--- src/hdl/kst_pkg.sv ---
`timescale 1ns / 1ps
// ---------------------------------------------------------------------------
// kst_pkg
// Shared types and constants for the keyed score table with max query.
// ---------------------------------------------------------------------------
package kst_pkg;

  localparam int CAPACITY_DEF = 128;

  localparam logic [1:0] OP_INSERT = 2'd0;
  localparam logic [1:0] OP_DELETE = 2'd1;
  localparam logic [1:0] OP_MAX    = 2'd2;
  localparam logic [1:0] OP_SEARCH = 2'd3;

  typedef struct packed {
    logic [1:0]         operation;
    logic [63:0]        key;
    logic signed [31:0] score;
  } in_item_t;

  typedef struct packed {
    logic        success;
    logic        empty_res;
    logic [63:0] max_key;
  } out_item_t;

  // one stored table entry
  typedef struct packed {
    logic [63:0]        key;
    logic signed [31:0] score;
  } entry_t;

endpackage

--- src/hdl/kst_ctrl.sv ---
`timescale 1ns / 1ps
// ---------------------------------------------------------------------------
// kst_ctrl
// Sequencer with one shared key-match / score-compare unit that scans the
// stored entries one per cycle, then updates the table and the result.
// ---------------------------------------------------------------------------
module kst_ctrl #(
  parameter int CAPACITY = kst_pkg::CAPACITY_DEF,
  localparam int AW = (CAPACITY > 1) ? $clog2(CAPACITY) : 1,
  localparam int CW = $clog2(CAPACITY + 1)
) (
  input  logic                clk,
  input  logic                rst_n,
  input  logic                in_valid,
  output logic                in_ready,
  input  kst_pkg::in_item_t   in_data,
  output logic                out_valid,
  input  logic                out_ready,
  output kst_pkg::out_item_t  out_data,
  output logic                wr_en,
  output logic [AW-1:0]       wr_addr,
  output kst_pkg::entry_t     wr_data,
  output logic                rd_en,
  output logic [AW-1:0]       rd_addr,
  input  kst_pkg::entry_t     rd_data
);

  localparam logic [1:0] ST_IDLE   = 2'd0;
  localparam logic [1:0] ST_SCAN   = 2'd1;
  localparam logic [1:0] ST_FINISH = 2'd2;

  logic [1:0]          state_r, state_nxt;
  logic [CW-1:0]       count_r, count_nxt;
  logic [CW-1:0]       idx_r, idx_nxt;
  logic                dv_r, dv_nxt;
  logic [AW-1:0]       didx_r, didx_nxt;
  logic                found_r, found_nxt;
  logic [AW-1:0]       slot_r, slot_nxt;
  kst_pkg::entry_t     best_r, best_nxt;
  kst_pkg::entry_t     last_r, last_nxt;
  kst_pkg::in_item_t   req_r, req_nxt;
  logic                out_valid_r, out_valid_nxt;
  kst_pkg::out_item_t  out_data_r, out_data_nxt;

  logic key_hit;
  logic score_gt;
  logic not_full;

  // the shared compare unit
  assign key_hit  = (rd_data.key == req_r.key);
  assign score_gt = (rd_data.score > best_r.score);
  assign not_full = (count_r < CW'(CAPACITY));

  assign in_ready  = (state_r == ST_IDLE);
  assign out_valid = out_valid_r;
  assign out_data  = out_data_r;
  assign rd_addr   = idx_r[AW-1:0];

  always_comb begin
    state_nxt     = state_r;
    count_nxt     = count_r;
    idx_nxt       = idx_r;
    dv_nxt        = dv_r;
    didx_nxt      = didx_r;
    found_nxt     = found_r;
    slot_nxt      = slot_r;
    best_nxt      = best_r;
    last_nxt      = last_r;
    req_nxt       = req_r;
    out_valid_nxt = out_valid_r & ~out_ready;
    out_data_nxt  = out_data_r;
    rd_en         = 1'b0;
    wr_en         = 1'b0;
    wr_addr       = count_r[AW-1:0];
    wr_data       = '{key: req_r.key, score: req_r.score};

    unique case (state_r)
      ST_IDLE: begin
        if (in_valid) begin
          req_nxt   = in_data;
          idx_nxt   = '0;
          dv_nxt    = 1'b0;
          found_nxt = 1'b0;
          state_nxt = ST_SCAN;
        end
      end
      ST_SCAN: begin
        rd_en    = (idx_r < count_r);
        dv_nxt   = rd_en;
        didx_nxt = idx_r[AW-1:0];
        if (rd_en) begin
          idx_nxt = idx_r + CW'(1);
        end
        // data read in the previous cycle comes back now
        if (dv_r) begin
          if (key_hit && !found_r) begin
            found_nxt = 1'b1;
            slot_nxt  = didx_r;
          end
          if (CW'(didx_r) == count_r - CW'(1)) begin
            last_nxt = rd_data;
          end
          // strict compare keeps the lowest slot on a tie
          if (didx_r == '0 || score_gt) begin
            best_nxt = rd_data;
          end
        end
        if (!rd_en && !dv_r) begin
          state_nxt = ST_FINISH;
        end
      end
      ST_FINISH: begin
        if (!out_valid_r || out_ready) begin
          out_valid_nxt = 1'b1;
          out_data_nxt  = '0;
          state_nxt     = ST_IDLE;
          unique case (req_r.operation)
            kst_pkg::OP_INSERT: begin
              if (!found_r && not_full) begin
                wr_en                = 1'b1;
                count_nxt            = count_r + CW'(1);
                out_data_nxt.success = 1'b1;
              end
            end
            kst_pkg::OP_DELETE: begin
              if (found_r) begin
                wr_en                = 1'b1;
                wr_addr              = slot_r;
                wr_data              = last_r;
                count_nxt            = count_r - CW'(1);
                out_data_nxt.success = 1'b1;
              end
            end
            kst_pkg::OP_MAX: begin
              if (count_r == '0) begin
                out_data_nxt.empty_res = 1'b1;
              end else begin
                out_data_nxt.success = 1'b1;
                out_data_nxt.max_key = best_r.key;
              end
            end
            default: begin
              out_data_nxt.success = found_r;
            end
          endcase
        end
      end
      default: begin
        state_nxt = ST_IDLE;
      end
    endcase
  end

  always_ff @(posedge clk) begin
    if (!rst_n) begin
      state_r     <= ST_IDLE;
      count_r     <= '0;
      dv_r        <= 1'b0;
      out_valid_r <= 1'b0;
    end else begin
      state_r     <= state_nxt;
      count_r     <= count_nxt;
      dv_r        <= dv_nxt;
      out_valid_r <= out_valid_nxt;
    end
  end

  always_ff @(posedge clk) begin
    idx_r      <= idx_nxt;
    didx_r     <= didx_nxt;
    found_r    <= found_nxt;
    slot_r     <= slot_nxt;
    best_r     <= best_nxt;
    last_r     <= last_nxt;
    req_r      <= req_nxt;
    out_data_r <= out_data_nxt;
  end

endmodule

--- config.mk ---
export PLATFORM = sky130hd
export DESIGN_NAME = kst_ctrl
export DESIGN_NICKNAME = d
export VERILOG_FILES = /design/src/hdl/kst_pkg.sv /design/src/hdl/kst_ctrl.sv
export SDC_FILE = /design/constraint.sdc
export NUM_CORES = 1
export LEC_CHECK = 0
export BUFFER_PORTS_ARGS = -buffer_cell sky130_fd_sc_hd__buf_2
export CAP_MARGIN = 20
export CORE_MARGIN = 2
export CORE_UTILIZATION = 49
export DETAILED_ROUTE_END_ITERATION = 8
export HOLD_SLACK_MARGIN = 0.06
export PLACE_DENSITY_LB_ADDON = 0.1
export REMOVE_ABC_BUFFERS = 1
export SYNTH_ARGS = -nofsm -noshare
export SYNTH_HDL_FRONTEND = slang
export SYNTH_SLANG_ARGS = --single-unit
--- constraint.sdc ---
create_clock -name clk -period 7.5 [get_ports clk]
set_clock_uncertainty 0.2 [all_clocks]
set_input_delay 1.5 -clock clk [delete_from_list [all_inputs] [get_ports clk]]
set_output_delay 1.5 -clock clk [all_outputs]
set_load 0.1 [all_outputs]
-- Yosys cells after proc, flatten, opt, wreduce, memory -nomap -nowiden
Index checks and enable logic that the tools add are counted.
Widths: inputs -> output; s select.
- $add $sub $neg: 3
- order comparisons: 3
- equality and inequality tests: 14
- multiplexer cells: 34
- bitwise operators: 3
- reductions and logical operators: 26
- operators by type and width (cell ; count):
    $mux 96 ; 4
    $eq 64x64->1 ; 1
    $gt 32x32->1 ; 1
    $mux 8 ; 4
    $pmux 8 s2 ; 2
    $mux 7 ; 4
    $add 8x1->8 const B ; 2
    $ne 2x2->1 const B ; 8
    $reduce_and 3->1 ; 5
    $mux 1 ; 12
    $eq 7x8->1 ; 1
    $logic_not 8->1 ; 1
    $lt 8x8->1 ; 1
    $lt 8x8->1 const B ; 1
    $sub 8x1->8 const B ; 1
    $logic_not 7->1 ; 1
    $mux 2 ; 3
    $pmux 1 s2 ; 3
    $pmux 2 s3 ; 1
    $reduce_and 2->1 ; 3
    $reduce_and 5->1 ; 1
    $eq 2x1->1 const B ; 2
    $eq 2x2->1 const B ; 2
    $logic_not 1->1 ; 4
    9 further kinds ; 15
- register bits after elaboration: 391
- bits of input ports: 198
- output and inout bits: 180
- word-level logic and storage cells: 101

-- Logic depth before layout (Yosys ltp)
- depth after elaboration: 6
- mapped depth: 8

-- Worst setup path before layout
No wires, ideal clock.
- path type: in2reg
- start point: input port rd_data[31] (netlist bit)
- end point: register best_r[0] (netlist bit) (enable)
- library setup time: 0.552 ns
- arrival time: 6.596 ns
- required time: 6.748 ns
- setup slack: 0.152 ns
- stages on the path: 6
- path buffers: 0
- cell sequence: ha_1 -> and3_1 -> nand4_1 -> nor4b_1 -> a2111oi_0 -> nor2_1
- word-level cells in the longest chain between the ends: 3
- ends and longest elaborated chain (what ; line ; text):
    from (decl) ; kst_ctrl.sv:25 ; input kst_pkg::entry_t rd_data
    $gt 32x32->1 ; kst_ctrl.sv:51 ; assign score_gt = (rd_data.score > best_r.score);
    $logic_or 1x1->1 ; kst_ctrl.sv:104 ; if (didx_r == '0 || score_gt) begin
    $reduce_and 3->1 (no line) ; n/a ;
    to (signal assigned) ; kst_ctrl.sv:173 ; best_r <= best_nxt;
    to (decl) ; kst_ctrl.sv:39 ; kst_pkg::entry_t best_r, best_nxt;
No other way between the ends.
A chain may end at the register's enable or synchronous reset.

==> flow_summary.json <==
{
  "status": "complete, no violations",
  "htree_levels": 2,
  "grt_pass1_wl_mm": 53.9,
  "synth_warnings": 0,
  "initial_core_util_pct": 49.7,
  "post-cts-setup-buffer-count": 0,
  "required_ns": 5.80,
  "synth_top_cells_by_count": "edfxtp_1 (379), mux2_2 (86), inv_1 (63)",
  "min_period_ns": 5.13,
  "setup.worst_path.class": "input port to output pin",
  "synth_area_um2": 16100,
  "cts_hold_buf": 0,
  "drt_pass1_iterations": 5,
  "dieWidth_um": 186,
  "stdcell_count": 1866,
  "min_path_type": "flip-flop to flip-flop",
  "drc": 0,
  "grt_pass1_vias": 9452,
  "ys.flop_type": "edfxtp_1",
  "yosys.cell_types.count": 58,
  "cts_buffer_depth": 3,
  "syn-instance-count": 988,
  "synth_edf_count": 379,
  "via_count": 9583,
  "drive_gt1_share_pct": 42.2,
  "worst_pin_slew_ns": 0.916,
  "path_clk_slew_ns": 0.06,
  "cp.arrival_ns": 3.43,
  "synth_top_area_share_pct": 70.5,
  "synthArstFlopShare_pct": 0,
  "grt_usage_pct": 20.9,
  "synth.area.top_cells": "edfxtp_1 (71%), mux2_2 (6.0%), ha_1 (3.3%)",
  "cap_violations": 0,
  "dieArea_um2": 34400,
  "root_buffer": "clkbuf_16",
  "irDropWorstVdd_uv": 204,
  "core_um2": 32500,
  "slew_headroom_pct": 38.4,
  "grt_max_degree": 69,
  "grt-ovfl-total": 0,
  "gp_congestion": 0.833,
  "fin_setup_tns_ns": 0,
  "yosysMostFrequentCell": "edfxtp_1",
  "vias_per_cell": 5.14,
  "wire_per_inst_um": 19.8,
  "power.leakage_nw": 7.67,
  "crit_fanout": 68,
  "clk-insertion-delay-late_ns": 0.52,
  "setup_viol": 0,
  "antenna_found_initial": 8,
  "final-hold-violation-count": 0,
  "dp_hpwl_mm": 26.8,
  "routed_wl_mm": 36.9,
  "cts_resized": 0,
  "die_h_um": 186,
  "num-nets-final": 1630,
  "powerDensity_nw_per_um2": 268,
  "pin_count": 378,
  "final_max_slew_viol_count": 0,
  "end_kind": "output pin",
  "synth_area_leader_cell": "edfxtp_1",
  "layout_worst_path_cycle_share_pct": 68.4,
  "port-buffer-count": 377,
  "rsz0062_at_grt": "false",
  "ys_seq_elements": 391,
  "startpoint_type": "input port",
  "ant_nets": 0,
  "max_freq_mhz": 195,
  "area_growth_syn_to_layout_pct": 22.9,
  "cts_num_sinks": 391,
  "first_iter_violations": 536,
  "num_rows": 66,
  "dp.cells": 1786,
  "avgSynthCellArea_um2": 16.3,
  "hold_slack_ns": 0.307,
  "cts_tree": "yes",
  "numCtsBuffers": 42,
  "yosysSeqAreaShare_pct": 72.0
}
[registers in the layout, indices dropped and copies added, names as in the netlist]
| register | flops |
|---|---|
| out_data | 66 |
| out_valid | 1 |
| idx_r | 8 |
| dv_r | 1 |
| didx_r | 7 |
| last_r | 96 |
| state_r | 2 |
| count_r | 8 |
| slot_r | 7 |
| best_r | 96 |
| found_r | 1 |
| req_r | 98 |
[cell families (layout without fill, tap and decap cells)]
| logic type | count (synthesis) | count (layout) | share of synthesized area, % |
|---|---|---|---|
| XOR/XNOR | 66 | 66 | 3.58 |
| flip-flops | 391 | 391 | 72.0 |
| buffers and inverters | 95 | 526 | 2.95 |
| multiplexers | 86 | 86 | 6.00 |
| adder cells (fa/ha/maj) | 43 | 43 | 3.33 |
| AO/OA/AOI/OAI | 89 | 89 | 3.73 |
| other | 0 | 5 | 0 |
| AND/OR/NAND/NOR | 218 | 218 | 8.42 |
[layout by cell type (no fill, tap or decap), types with 3 or more instances in the layout]
| master | n |
|---|---|
| nand4_1 | 17 |
| xor2_1 | 19 |
| edfxtp_1 | 379 |
| mux2_2 | 86 |
| buf_2 | 377 |
| diode_2 | 5 |
| a211o_1 | 3 |
| nor2_1 | 14 |
| and3_1 | 5 |
| clkbuf_16 | 43 |
| nor4_1 | 11 |
| buf_4 | 9 |
| nor2_4 | 3 |
| a21oi_1 | 17 |
| clkinv_2 | 6 |
| a2111oi_0 | 3 |
| a31oi_1 | 3 |
| and2_4 | 60 |
| o21ai_0 | 25 |
| nand2b_1 | 7 |
| ha_1 | 43 |
| nand3_1 | 14 |
| dfxtp_1 | 12 |
| and2_1 | 12 |
| nor2b_1 | 11 |
| clkbuf_1 | 10 |
| bufinv_16 | 4 |
| clkinv_1 | 9 |
| xnor2_1 | 47 |
| a21o_1 | 4 |
| a22o_1 | 3 |
| a221oi_1 | 3 |
| o22ai_1 | 8 |
| inv_1 | 62 |
| nor3b_1 | 3 |
| o2111ai_1 | 3 |
| nor3_1 | 6 |
| nand2_1 | 45 |
[metrics by stage]
| step | util (%) | setup slack [ns] | area [um^2] | power (W) |
|---|---|---|---|---|
| finish | 61.1 | 2.37 | 19800 | 0.00532 |
| detailed placement | 57.0 | 2.37 | 18500 | 0.00338 |
| CTS | 61.0 | 2.37 | 19800 | 0.00537 |
| global route | 61.1 | 2.24 | 19800 | 0.00550 |
| global placement | 56.9 | 2.43 | 18500 | 0.00337 |
| floorplan | - | -5.69 | 15900 | 0.00319 |
[where the power goes]
part / switching, W / internal (W) / total, W
Clock: 0.000795 / 0.00119 / 0.00199
Sequential: 0.0000465 / 0.00249 / 0.00253
Combinational: 0.000628 / 0.000171 / 0.000798
Total: 0.00147 / 0.00385 / 0.00532
[routing by layer]
metal  vias to the layer above  global-route usage, %  share of wire, %
li1                       4489                      -                 -
met1                      4667                   27.2                42
met2                       338                   35.4                49
met3                        83                   4.11               6.7
met4                         6                   7.21               2.9
met5                         -                      0             0.097
[final cells by class]
type | instances | area (um^2)
Inverter | 63 | 239
Multi-Input combinational cell | 502 | 4080
Fill cell | 2564 | 12600
Antenna cell | 5 | 12.5
Clock inverter | 20 | 193
Clock buffer | 54 | 1130
Timing Repair Buffer | 389 | 2020
Sequential cell | 391 | 11600
Tap cell | 442 | 553
[final timing paths]
check | start | cells past startpoint | endpoint | slack, ns
setup / recovery | out_ready | 6 | wr_data[43] | 2.37
hold / removal | didx_r[4]$_DFFE_PP_ | 0 | slot_r[4]$_DFFE_PP_ | 0.31
setup reg to reg | count_r[0]$_SDFFE_PN0P_ | 9 | last_r[51]$_DFFE_PP_ | 3.52
hold reg to reg | didx_r[4]$_DFFE_PP_ | 0 | slot_r[4]$_DFFE_PP_ | 0.31
[critical path: stages]
cell and delay (ns):
buf_2 0.09, nor2b_1 0.11, nor4_4 0.29, buf_4 0.64
mux2_2 0.29, buf_2 0.42
Note: power is estimated with default switching activity, not from simulation.
